### config.mk
export PLATFORM = sky130hd
export DESIGN_NAME = face_likeness_window_classifier_unit
export DESIGN_NICKNAME = d
export VERILOG_FILES = /design/src/rtl/flwc_pkg.sv /design/src/rtl/flwc_front.sv /design/src/rtl/flwc_queue.sv /design/src/rtl/flwc_back.sv /design/src/rtl/face_likeness_window_classifier_unit.sv
export SDC_FILE = /design/constraint.sdc
export NUM_CORES = 2
export LEC_CHECK = 0
export BUFFER_PORTS_ARGS = -buffer_cell sky130_fd_sc_hd__buf_2
export CORE_MARGIN = 4
export CORE_UTILIZATION = 40
export CTS_CLUSTER_SIZE = 24
export DETAILED_ROUTE_END_ITERATION = 8
export PLACE_DENSITY = 0.54
export SYNTH_ARGS = -nofsm -noshare
export SYNTH_HDL_FRONTEND = slang
export SYNTH_HIERARCHICAL = 1
export SYNTH_SLANG_ARGS = --single-unit
### constraint.sdc
create_clock -name clock -period 38.3 [get_ports clock]
set_input_delay 7.66 -clock clock [delete_from_list [all_inputs] [get_ports clock]]
set_output_delay 7.66 -clock clock [all_outputs]
set_load 0.05 [all_outputs]
### src/rtl/flwc_pkg.sv
// Shared types and constants of the face-likeness window classifier.
package flwc_pkg;

   // Configuration register indexes
   localparam int CSR_INDEX_W = 3;
   localparam int CSR_DATA_W  = 11;

   typedef enum logic [CSR_INDEX_W-1:0] {
      CSR_FRAME_WIDTH      = 3'd0,
      CSR_FRAME_HEIGHT     = 3'd1,
      CSR_MIN_AVG_BRIGHT   = 3'd2,
      CSR_MAX_AVG_BRIGHT   = 3'd3,
      CSR_MIN_SKIN_PERCENT = 3'd4,
      CSR_SKIN_MIN_LUMA    = 3'd5,
      CSR_SKIN_MAX_RG_GAP  = 3'd6
   } csr_index_type;

   typedef struct packed {
      logic [10:0] frame_width;
      logic [10:0] frame_height;
      logic [7:0]  min_avg_brightness;
      logic [7:0]  max_avg_brightness;
      logic [6:0]  min_skin_percent;
      logic [7:0]  skin_min_luma;
      logic [7:0]  skin_max_red_green_gap;
   } cfg_type;

   localparam cfg_type CFG_RESET = '{
      frame_width:            11'd320,
      frame_height:           11'd240,
      min_avg_brightness:     8'd60,
      max_avg_brightness:     8'd200,
      min_skin_percent:       7'd18,
      skin_min_luma:          8'd80,
      skin_max_red_green_gap: 8'd80
   };

   typedef struct packed {
      logic [15:0] pixel;
      logic        frame_start;
   } req_type;

   typedef struct packed {
      logic        face_detected;
      logic [16:0] sample_count;
      logic [16:0] skin_count;
      logic [23:0] luma_sum;
   } rsp_type;

   // Word handed from the front end to the back end
   typedef struct packed {
      logic       sampled;
      logic       skin;
      logic [7:0] luma;
      logic       clear;
      logic       last;
   } sample_type;

   // Luma weights; the divide by 100 is a multiply by 5243 and a shift by 19,
   // exact for every weighted sum below 25037.
   localparam int LUMA_R_WEIGHT = 30;
   localparam int LUMA_G_WEIGHT = 59;
   localparam int LUMA_B_WEIGHT = 11;
   localparam int LUMA_RECIP    = 5243;
   localparam int LUMA_SHIFT    = 19;
   localparam int PERCENT_SCALE = 100;

   // Queue between front and back end
   localparam int QUEUE_DEPTH = 4;
   localparam int QPW         = $clog2(QUEUE_DEPTH);
   localparam int QCW         = $clog2(QUEUE_DEPTH + 1);

endpackage

### src/rtl/flwc_front.sv
// Front end: frame position tracking, window sampling, luma and skin classification.
module flwc_front import flwc_pkg::*; #(
   parameter int MAX_WIDTH  = 1024,
   parameter int MAX_HEIGHT = 1024
) (
   input  logic             clock,
   input  logic             reset,
   input  cfg_type          cfg,
   input  logic             req_valid,
   output logic             req_ready,
   input  req_type          req_data,
   input  logic [QCW-1:0]   queue_count,
   output logic             push_valid,
   output sample_type       push_word
);

   localparam int CW = $clog2(MAX_WIDTH);
   localparam int RW = $clog2(MAX_HEIGHT);
   localparam int WW = $clog2(MAX_WIDTH + 1);
   localparam int HW = $clog2(MAX_HEIGHT + 1);

   logic [CW-1:0] col_ff, col_in, col_cur;
   logic [RW-1:0] row_ff, row_in, row_cur;
   logic [WW-1:0] width, width_lo, width_hi, width_last;
   logic [HW-1:0] height, height_lo, height_hi, height_last;
   logic          accept, col_sampled, row_sampled, col_end, row_end;
   logic [7:0]    red, green, blue;
   logic [14:0]   weighted;
   logic          colour_ok;
   logic [QCW:0]  in_flight;

   logic          s1_valid_ff, s1_valid_in;
   logic [14:0]   s1_weighted_ff;
   logic          s1_colour_ok_ff, s1_sampled_ff, s1_last_ff, s1_clear_ff;
   logic          s2_valid_ff, s2_valid_in;
   sample_type    s2_word_ff, s2_word_in;
   logic [27:0]   recip_product;
   logic [7:0]    luma;

   always_comb begin
      if (cfg.frame_width == '0) begin
         width = WW'(1);
      end else if (32'(cfg.frame_width) > 32'(MAX_WIDTH)) begin
         width = WW'(MAX_WIDTH);
      end else begin
         width = WW'(cfg.frame_width);
      end
      if (cfg.frame_height == '0) begin
         height = HW'(1);
      end else if (32'(cfg.frame_height) > 32'(MAX_HEIGHT)) begin
         height = HW'(MAX_HEIGHT);
      end else begin
         height = HW'(cfg.frame_height);
      end
   end

   assign width_lo    = width >> 2;
   assign width_hi    = width - width_lo;
   assign width_last  = width - WW'(1);
   assign height_lo   = height >> 2;
   assign height_hi   = height - height_lo;
   assign height_last = height - HW'(1);

   assign in_flight = (QCW+1)'(queue_count) + (QCW+1)'(s1_valid_ff) + (QCW+1)'(s2_valid_ff);
   assign req_ready = in_flight < (QCW+1)'(QUEUE_DEPTH);
   assign accept    = req_valid && req_ready;

   // Frame start forces the position back to the origin
   assign col_cur = req_data.frame_start ? '0 : col_ff;
   assign row_cur = req_data.frame_start ? '0 : row_ff;

   assign col_sampled = (WW'(col_cur) >= width_lo) && (WW'(col_cur) < width_hi)
                        && (col_cur[0] == width_lo[0]);
   assign row_sampled = (HW'(row_cur) >= height_lo) && (HW'(row_cur) < height_hi)
                        && (row_cur[0] == height_lo[0]);
   assign col_end = WW'(col_cur) >= width_last;
   assign row_end = HW'(row_cur) >= height_last;

   always_comb begin
      col_in = col_ff;
      row_in = row_ff;
      if (accept) begin
         if (col_end) begin
            col_in = '0;
            row_in = row_end ? '0 : row_cur + RW'(1);
         end else begin
            col_in = col_cur + CW'(1);
            row_in = row_cur;
         end
      end
   end

   assign red   = {req_data.pixel[15:11], 3'b000};
   assign green = {req_data.pixel[10:5], 2'b00};
   assign blue  = {req_data.pixel[4:0], 3'b000};

   assign weighted = 15'(16'(red) * 16'(LUMA_R_WEIGHT) + 16'(green) * 16'(LUMA_G_WEIGHT)
                         + 16'(blue) * 16'(LUMA_B_WEIGHT));
   assign colour_ok = (red > green) && (green >= {1'b0, blue[7:1]})
                      && ((red - green) < cfg.skin_max_red_green_gap);

   assign recip_product = 28'(s1_weighted_ff) * 28'(LUMA_RECIP);
   assign luma          = recip_product[LUMA_SHIFT +: 8];

   always_comb begin
      s1_valid_in           = accept;
      s2_valid_in           = s1_valid_ff;
      s2_word_in.sampled    = s1_sampled_ff;
      s2_word_in.skin       = s1_colour_ok_ff && (luma > cfg.skin_min_luma);
      s2_word_in.luma       = luma;
      s2_word_in.clear      = s1_clear_ff;
      s2_word_in.last       = s1_last_ff;
   end

   always_ff @(posedge clock) begin
      if (reset) begin
         col_ff      <= '0;
         row_ff      <= '0;
         s1_valid_ff <= 1'b0;
         s2_valid_ff <= 1'b0;
      end else begin
         col_ff      <= col_in;
         row_ff      <= row_in;
         s1_valid_ff <= s1_valid_in;
         s2_valid_ff <= s2_valid_in;
      end
   end

   always_ff @(posedge clock) begin
      s1_weighted_ff  <= weighted;
      s1_colour_ok_ff <= colour_ok;
      s1_sampled_ff   <= col_sampled && row_sampled;
      s1_last_ff      <= col_end && row_end;
      s1_clear_ff     <= req_data.frame_start;
      s2_word_ff      <= s2_word_in;
   end

   assign push_valid = s2_valid_ff;
   assign push_word  = s2_word_ff;

endmodule

### src/rtl/flwc_queue.sv
// Short word queue that decouples the front end from the back end.
module flwc_queue import flwc_pkg::*; (
   input  logic           clock,
   input  logic           reset,
   input  logic           push_valid,
   input  sample_type     push_word,
   input  logic           pop_ready,
   output logic           head_valid,
   output sample_type     head_word,
   output logic [QCW-1:0] count
);

   sample_type     slot_ff [QUEUE_DEPTH];
   logic [QPW-1:0] wr_ptr_ff, wr_ptr_in, rd_ptr_ff, rd_ptr_in;
   logic [QCW-1:0] count_ff, count_in;
   logic           pop;

   assign head_valid = count_ff != '0;
   assign head_word  = slot_ff[rd_ptr_ff];
   assign pop        = head_valid && pop_ready;
   assign count      = count_ff;

   always_comb begin
      wr_ptr_in = wr_ptr_ff;
      rd_ptr_in = rd_ptr_ff;
      count_in  = count_ff;
      if (push_valid) begin
         wr_ptr_in = (wr_ptr_ff == QPW'(QUEUE_DEPTH - 1)) ? '0 : wr_ptr_ff + QPW'(1);
      end
      if (pop) begin
         rd_ptr_in = (rd_ptr_ff == QPW'(QUEUE_DEPTH - 1)) ? '0 : rd_ptr_ff + QPW'(1);
      end
      if (push_valid && !pop) begin
         count_in = count_ff + QCW'(1);
      end else if (pop && !push_valid) begin
         count_in = count_ff - QCW'(1);
      end
   end

   always_ff @(posedge clock) begin
      if (reset) begin
         wr_ptr_ff <= '0;
         rd_ptr_ff <= '0;
         count_ff  <= '0;
      end else begin
         wr_ptr_ff <= wr_ptr_in;
         rd_ptr_ff <= rd_ptr_in;
         count_ff  <= count_in;
      end
   end

   always_ff @(posedge clock) begin
      if (push_valid) begin
         slot_ff[wr_ptr_ff] <= push_word;
      end
   end

endmodule

### src/rtl/flwc_back.sv
// Back end: frame accumulation, threshold compares and result register.
module flwc_back import flwc_pkg::*; (
   input  logic       clock,
   input  logic       reset,
   input  cfg_type    cfg,
   input  logic       head_valid,
   input  sample_type head_word,
   output logic       pop_ready,
   output logic       rsp_valid,
   input  logic       rsp_ready,
   output rsp_type    rsp_data
);

   logic [16:0] acc_count_ff, acc_count_in, acc_skin_ff, acc_skin_in;
   logic [23:0] acc_luma_ff, acc_luma_in;
   logic [16:0] base_count, base_skin, next_count, next_skin;
   logic [23:0] base_luma, next_luma;
   logic [24:0] luma_wide;
   logic        pop;

   logic        f1_valid_ff, f1_valid_in;
   logic [16:0] f1_count_ff, f1_skin_ff;
   logic [23:0] f1_luma_ff;
   logic        f2_valid_ff, f2_valid_in;
   logic [16:0] f2_count_ff, f2_skin_ff;
   logic [23:0] f2_luma_ff;
   logic [24:0] f2_low_ff, f2_high_ff;
   logic [23:0] f2_skin_scaled_ff, f2_share_ff;
   logic        out_valid_ff, out_valid_in;
   rsp_type     out_data_ff, out_data_in;
   logic        out_load, f2_take, f1_move, f1_take;

   assign out_load  = f2_valid_ff && (!out_valid_ff || rsp_ready);
   assign f2_take   = !f2_valid_ff || out_load;
   assign f1_move   = f1_valid_ff && f2_take;
   assign f1_take   = !f1_valid_ff || f1_move;
   assign pop_ready = !head_word.last || f1_take;
   assign pop       = head_valid && pop_ready;

   assign base_count = head_word.clear ? '0 : acc_count_ff;
   assign base_skin  = head_word.clear ? '0 : acc_skin_ff;
   assign base_luma  = head_word.clear ? '0 : acc_luma_ff;
   assign luma_wide  = {1'b0, base_luma} + 25'(head_word.luma);

   // Add the sample with saturation
   always_comb begin
      next_count = base_count;
      next_skin  = base_skin;
      next_luma  = base_luma;
      if (head_word.sampled) begin
         next_count = (base_count == '1) ? base_count : base_count + 17'(1);
         next_luma  = luma_wide[24] ? '1 : luma_wide[23:0];
         if (head_word.skin) begin
            next_skin = (base_skin == '1) ? base_skin : base_skin + 17'(1);
         end
      end
   end

   always_comb begin
      acc_count_in = acc_count_ff;
      acc_skin_in  = acc_skin_ff;
      acc_luma_in  = acc_luma_ff;
      if (pop) begin
         acc_count_in = head_word.last ? '0 : next_count;
         acc_skin_in  = head_word.last ? '0 : next_skin;
         acc_luma_in  = head_word.last ? '0 : next_luma;
      end
      f1_valid_in  = (pop && head_word.last) ? 1'b1 : (f1_move ? 1'b0 : f1_valid_ff);
      f2_valid_in  = f1_move ? 1'b1 : (out_load ? 1'b0 : f2_valid_ff);
      out_valid_in = out_load ? 1'b1 : (rsp_ready ? 1'b0 : out_valid_ff);

      out_data_in.face_detected = (f2_count_ff != '0)
                                  && (25'(f2_luma_ff) >= f2_low_ff)
                                  && (25'(f2_luma_ff) <= f2_high_ff)
                                  && (f2_skin_scaled_ff >= f2_share_ff);
      out_data_in.sample_count  = f2_count_ff;
      out_data_in.skin_count    = f2_skin_ff;
      out_data_in.luma_sum      = f2_luma_ff;
   end

   always_ff @(posedge clock) begin
      if (reset) begin
         acc_count_ff <= '0;
         acc_skin_ff  <= '0;
         acc_luma_ff  <= '0;
         f1_valid_ff  <= 1'b0;
         f2_valid_ff  <= 1'b0;
         out_valid_ff <= 1'b0;
      end else begin
         acc_count_ff <= acc_count_in;
         acc_skin_ff  <= acc_skin_in;
         acc_luma_ff  <= acc_luma_in;
         f1_valid_ff  <= f1_valid_in;
         f2_valid_ff  <= f2_valid_in;
         out_valid_ff <= out_valid_in;
      end
   end

   always_ff @(posedge clock) begin
      if (pop && head_word.last) begin
         f1_count_ff <= next_count;
         f1_skin_ff  <= next_skin;
         f1_luma_ff  <= next_luma;
      end
      if (f1_move) begin
         f2_count_ff       <= f1_count_ff;
         f2_skin_ff        <= f1_skin_ff;
         f2_luma_ff        <= f1_luma_ff;
         f2_low_ff         <= 25'(f1_count_ff) * 25'(cfg.min_avg_brightness);
         f2_high_ff        <= 25'(f1_count_ff) * 25'(cfg.max_avg_brightness);
         f2_skin_scaled_ff <= 24'(f1_skin_ff) * 24'(PERCENT_SCALE);
         f2_share_ff       <= 24'(f1_count_ff) * 24'(cfg.min_skin_percent);
      end
      if (out_load) begin
         out_data_ff <= out_data_in;
      end
   end

   assign rsp_valid = out_valid_ff;
   assign rsp_data  = out_data_ff;

endmodule

### src/rtl/face_likeness_window_classifier_unit.sv
// Top level of the face-likeness window classifier: configuration registers and datapath.
// Throughput: one pixel word per cycle; the front end takes a pixel while the queue has room.
// Path: after the last pixel of the frame is taken, its word passes two classify stages,
//    one queue slot and two compare stages into the result register.
// Reset: clears the position counters, sums, queue and valid flags and loads the
//    default frame size and thresholds; a held result is dropped.
module face_likeness_window_classifier_unit import flwc_pkg::*; #(
   parameter int MAX_WIDTH  = 1024,
   parameter int MAX_HEIGHT = 1024
) (
   input  logic                   clock,
   input  logic                   reset,
   input  logic                   req_valid,
   output logic                   req_ready,
   input  req_type                req_data,
   output logic                   rsp_valid,
   input  logic                   rsp_ready,
   output rsp_type                rsp_data,
   input  logic                   csr_we,
   input  logic [CSR_INDEX_W-1:0] csr_index,
   input  logic [CSR_DATA_W-1:0]  csr_wdata
);

   cfg_type        cfg_ff, cfg_in;
   logic           push_valid;
   sample_type     push_word;
   logic           head_valid;
   sample_type     head_word;
   logic           pop_ready;
   logic [QCW-1:0] q_count;

   // Register file: decode the index and take the low bits of the write word
   always_comb begin
      cfg_in = cfg_ff;
      if (csr_we) begin
         unique case (csr_index)
            CSR_FRAME_WIDTH:      cfg_in.frame_width            = csr_wdata;
            CSR_FRAME_HEIGHT:     cfg_in.frame_height           = csr_wdata;
            CSR_MIN_AVG_BRIGHT:   cfg_in.min_avg_brightness     = csr_wdata[7:0];
            CSR_MAX_AVG_BRIGHT:   cfg_in.max_avg_brightness     = csr_wdata[7:0];
            CSR_MIN_SKIN_PERCENT: cfg_in.min_skin_percent       = csr_wdata[6:0];
            CSR_SKIN_MIN_LUMA:    cfg_in.skin_min_luma          = csr_wdata[7:0];
            CSR_SKIN_MAX_RG_GAP:  cfg_in.skin_max_red_green_gap = csr_wdata[7:0];
            default:              cfg_in = cfg_ff;
         endcase
      end
   end

   always_ff @(posedge clock) begin
      if (reset) begin
         cfg_ff <= CFG_RESET;
      end else begin
         cfg_ff <= cfg_in;
      end
   end

   // Front end: track position, sample the central window, classify each sample
   flwc_front #(
      .MAX_WIDTH  (MAX_WIDTH),
      .MAX_HEIGHT (MAX_HEIGHT)
   ) u_front (
      .clock       (clock),
      .reset       (reset),
      .cfg         (cfg_ff),
      .req_valid   (req_valid),
      .req_ready   (req_ready),
      .req_data    (req_data),
      .queue_count (q_count),
      .push_valid  (push_valid),
      .push_word   (push_word)
   );

   // Hold classified words while the back end waits on a stalled result
   flwc_queue u_queue (
      .clock      (clock),
      .reset      (reset),
      .push_valid (push_valid),
      .push_word  (push_word),
      .pop_ready  (pop_ready),
      .head_valid (head_valid),
      .head_word  (head_word),
      .count      (q_count)
   );

   // Back end: accumulate per frame, compare against limits, present the result word
   flwc_back u_back (
      .clock      (clock),
      .reset      (reset),
      .cfg        (cfg_ff),
      .head_valid (head_valid),
      .head_word  (head_word),
      .pop_ready  (pop_ready),
      .rsp_valid  (rsp_valid),
      .rsp_ready  (rsp_ready),
      .rsp_data   (rsp_data)
   );

`ifndef SYNTHESIS
   // The credit check on the input side must keep the queue from overflowing
   assert property (@(posedge clock) disable iff (reset)
      q_count <= QCW'(QUEUE_DEPTH))
      else $error("word queue overflow");

   // A face needs at least one sample
   assert property (@(posedge clock) disable iff (reset)
      rsp_valid && rsp_data.face_detected |-> rsp_data.sample_count != '0)
      else $error("face reported for empty window");

   // Skin samples are a subset of all samples
   assert property (@(posedge clock) disable iff (reset)
      rsp_valid |-> rsp_data.skin_count <= rsp_data.sample_count)
      else $error("skin count exceeds sample count");
`endif

endmodule
==> flow_metrics.py <==
metrics = {
    "yosys": {
        "yosysSeqAreaShare": 0.307,
        "synth.avg_cell_area_um2": 10.2,
        "synth-main-ff-cell": "edfxtp_1",
        "synthCells": 4193,
        "synth_area_um2": 42700,
        "synth_nets": 5115,
        "synth_common_cells": "inv_1 (650), ha_1 (530), fa_1 (356)",
        "synth_top_area_share": 0.222,
        "ys_ff_latch": 498,
        "yosys.cell_count.top_type": "inv_1",
        "yosysTopAreaCell": "edfxtp_1",
        "ys_async_sr_fraction": 0,
        "synth_cell_types": 100,
        "synth-edff-count": 316,
        "ys_warn_count": 6,
        "ys_top_cells_by_area": "edfxtp_1 (22%), fa_1 (17%), ha_1 (16%)",
    },
    "detailed_routing": {
        "first_pass_iters": 5,
        "routed_wl_um": 99100,
        "wire_per_inst_um": 17.4,
        "num_vias": 28510,
        "drcViolationCount": 0,
        "via_per_inst": 5.01,
        "drtIter0Drc": 1199,
        "final_antenna_net_count": 0,
    },
    "cts": {
        "cts_setup_buffers": 0,
        "clkLatencyLatePin_ps": 670,
        "clock-root-buffer": "clkbuf_16",
        "cts_made_buffers": 57,
        "numClockSinks": 498,
        "cts_resized": 0,
        "cts_tree": "done",
        "clockBufferDepth": 3,
        "clk_transition_reported_paths_ps": 70,
        "htreeDepth": 2,
        "cts_hold_buf": 0,
    },
    "grt": {
        "grt_max_degree": 152,
        "use_met3": 0.0235,
        "antenna_found_initial": 3,
        "overflow": 0,
        "grt_pass1_vias": 29562,
        "grt_pass1_wl_um": 161000,
        "met2_usage": 0.311,
        "grtUsageMet1": 0.240,
        "grt-busiest-layer": "met2",
        "grt.total_usage": 0.180,
    },
    "hold_path": {
        "holdPathStages": 0,
        "hp-class": "flip-flop to flip-flop",
    },
    "sta": {
        "setup_tns_ps": 0,
        "fin_skew_ps": 38.7,
        "fin_ws_ps": 26870,
        "maxSlewHeadroom": 0.221,
        "setup_viol": 0,
        "fin_crit_sh": 0.298,
        "rsz0062_at_grt": "no",
        "fin_crit_ps": 11430,
        "worstMarginPinSlew_ps": 1150,
        "hold_viol": 0,
        "fmax_mhz": 87.5,
        "timing.hold.ws_ps": 340,
        "slew_viol_final": 0,
    },
    "cells_and_area": {
        "nNetsFinal": 5172,
        "drive_above_1_share": 0.0677,
        "area_growth_pct": 9.35,
    },
    "worst_setup_path": {
        "reg2reg_depth": 19,
        "cp_data_arrival_time_ps": 12010,
        "cp-end-kind": "flip-flop",
        "crit_required_ps": 38880,
        "crit_fanout": 6,
        "cp-start-kind": "primary input",
        "critPathKind": "primary input to flip-flop",
    },
    "floorplanning": {
        "die_x_um": 335,
        "start_util": 0.404,
        "rows": 119,
        "die_y_um": 335,
        "dieArea_um2": 112000,
        "io_pins": 97,
        "core_area_um2": 106000,
    },
    "status": {
        "status": "completed",
    },
    "place": {
        "numPortBuffers": 96,
        "pre_cts_ws_ps": 26210,
        "dp_hpwl_um": 75000,
        "gp_congestion": 0.809,
    },
    "job": {
        "maxCapViolations": 0,
    },
}
metrics by stage:
stage / instances / cell area [µm²] / util
floorplan: 4193 / 42700 / -
global route: 5691 / 46700 / 0.442
global placement: 5582 / 44700 / 0.423
detailed placement: 5582 / 44700 / 0.423
CTS: 5690 / 46700 / 0.442
finish: 5691 / 46700 / 0.442
cell usage in the layout, fill, tap and decap left out, types with 32 or more instances in the layout:
cell	netlist	final
inv_1	650	650
ha_1	530	530
fa_1	356	356
and2_1	341	341
edfxtp_1	316	316
nor2_1	217	216
nand2_1	211	211
dfxtp_1	182	182
a21oi_1	162	162
o21ai_0	138	138
xnor2_1	128	128
nand2b_1	102	102
buf_2	12	95
a21o_1	79	79
mux2i_1	69	69
nor2b_1	60	59
clkbuf_16	0	57
nand3_1	51	51
xor2_1	51	51
nor3_1	40	40
o21a_1	32	32
state kept, by name, indices dropped and copies added (netlist names), 17 cells and up, named ones only:
register	cells
u_back/acc_count_ff	17
u_back/acc_skin_ff	17
cfg_ff	61
u_back/f1_count_ff	17
u_back/acc_luma_ff	24
u_back/f2_count_ff	17
u_back/f2_low_ff	25
u_queue/slot_ff	48
u_back/f2_skin_ff	17
u_back/f2_skin_scaled_ff	19
u_back/f1_luma_ff	24
u_back/f1_skin_ff	17
u_back/f2_luma_ff	24
u_back/f2_share_ff	24
u_back/rsp_data	59
u_back/f2_high_ff	25
cell type report:
type | count | area (µm²)
clock inverter | 48 | 601
clock buffer | 60 | 1440
inverter | 651 | 2450
fill | 10300 | 59000
multi-input combinational | 2920 | 26700
antenna | 1 | 2.50
timing repair buffer | 122 | 703
sequential | 498 | 13100
tap | 1391 | 1740
critical path, cell delays in order:
cell and delay [ps]:
buf_2 150, fa_1 540, inv_1 50, fa_1 460
fa_1 490, inv_1 40, ha_1 310, a21oi_1 220
o21bai_1 90, a21oi_1 210, xor2_1 120, fa_1 510
inv_1 40, ha_1 320, a21oi_1 140, o21ai_0 140
a21o_1 210, a21oi_1 170, xnor2_1 130
per-layer routing:
metal  part of all wire  vias up
li1                   -    14138
met1               0.47    13931
met2               0.48      338
met3              0.030      103
met4              0.021        0
met5                  0        -
logic make-up (layout without fill, tap and decap cells):
family,Yosys count,count (layout),share of synthesized area
AND/OR/NAND/NOR,1174,1174,0.149
AO/OA/AOI/OAI,593,593,0.0909
flip-flops,498,498,0.307
adder cells (fa/ha/maj),886,886,0.322
buffers and inverters,775,881,0.0694
other,0,1,0
XOR/XNOR,179,179,0.0367
multiplexers,88,88,0.0245
worst paths after layout:
kind | to | startpoint | slack, ps
min | u_front/push_word[11]$_DFF_P_ | u_front/s1_sampled_ff$_DFF_P_ | 340
min reg2reg | u_front/push_word[11]$_DFF_P_ | u_front/s1_sampled_ff$_DFF_P_ | 340
max | u_front/s1_weighted_ff[13]$_DFF_P_ | req_data[6] | 26870
max reg2reg | u_front/push_word[10]$_DFF_P_ | u_front/s1_weighted_ff[10]$_DFF_P_ | 32310
Power is not shown: default switching activity piles up to over one toggle a cycle in this logic, so the estimate is an artifact.
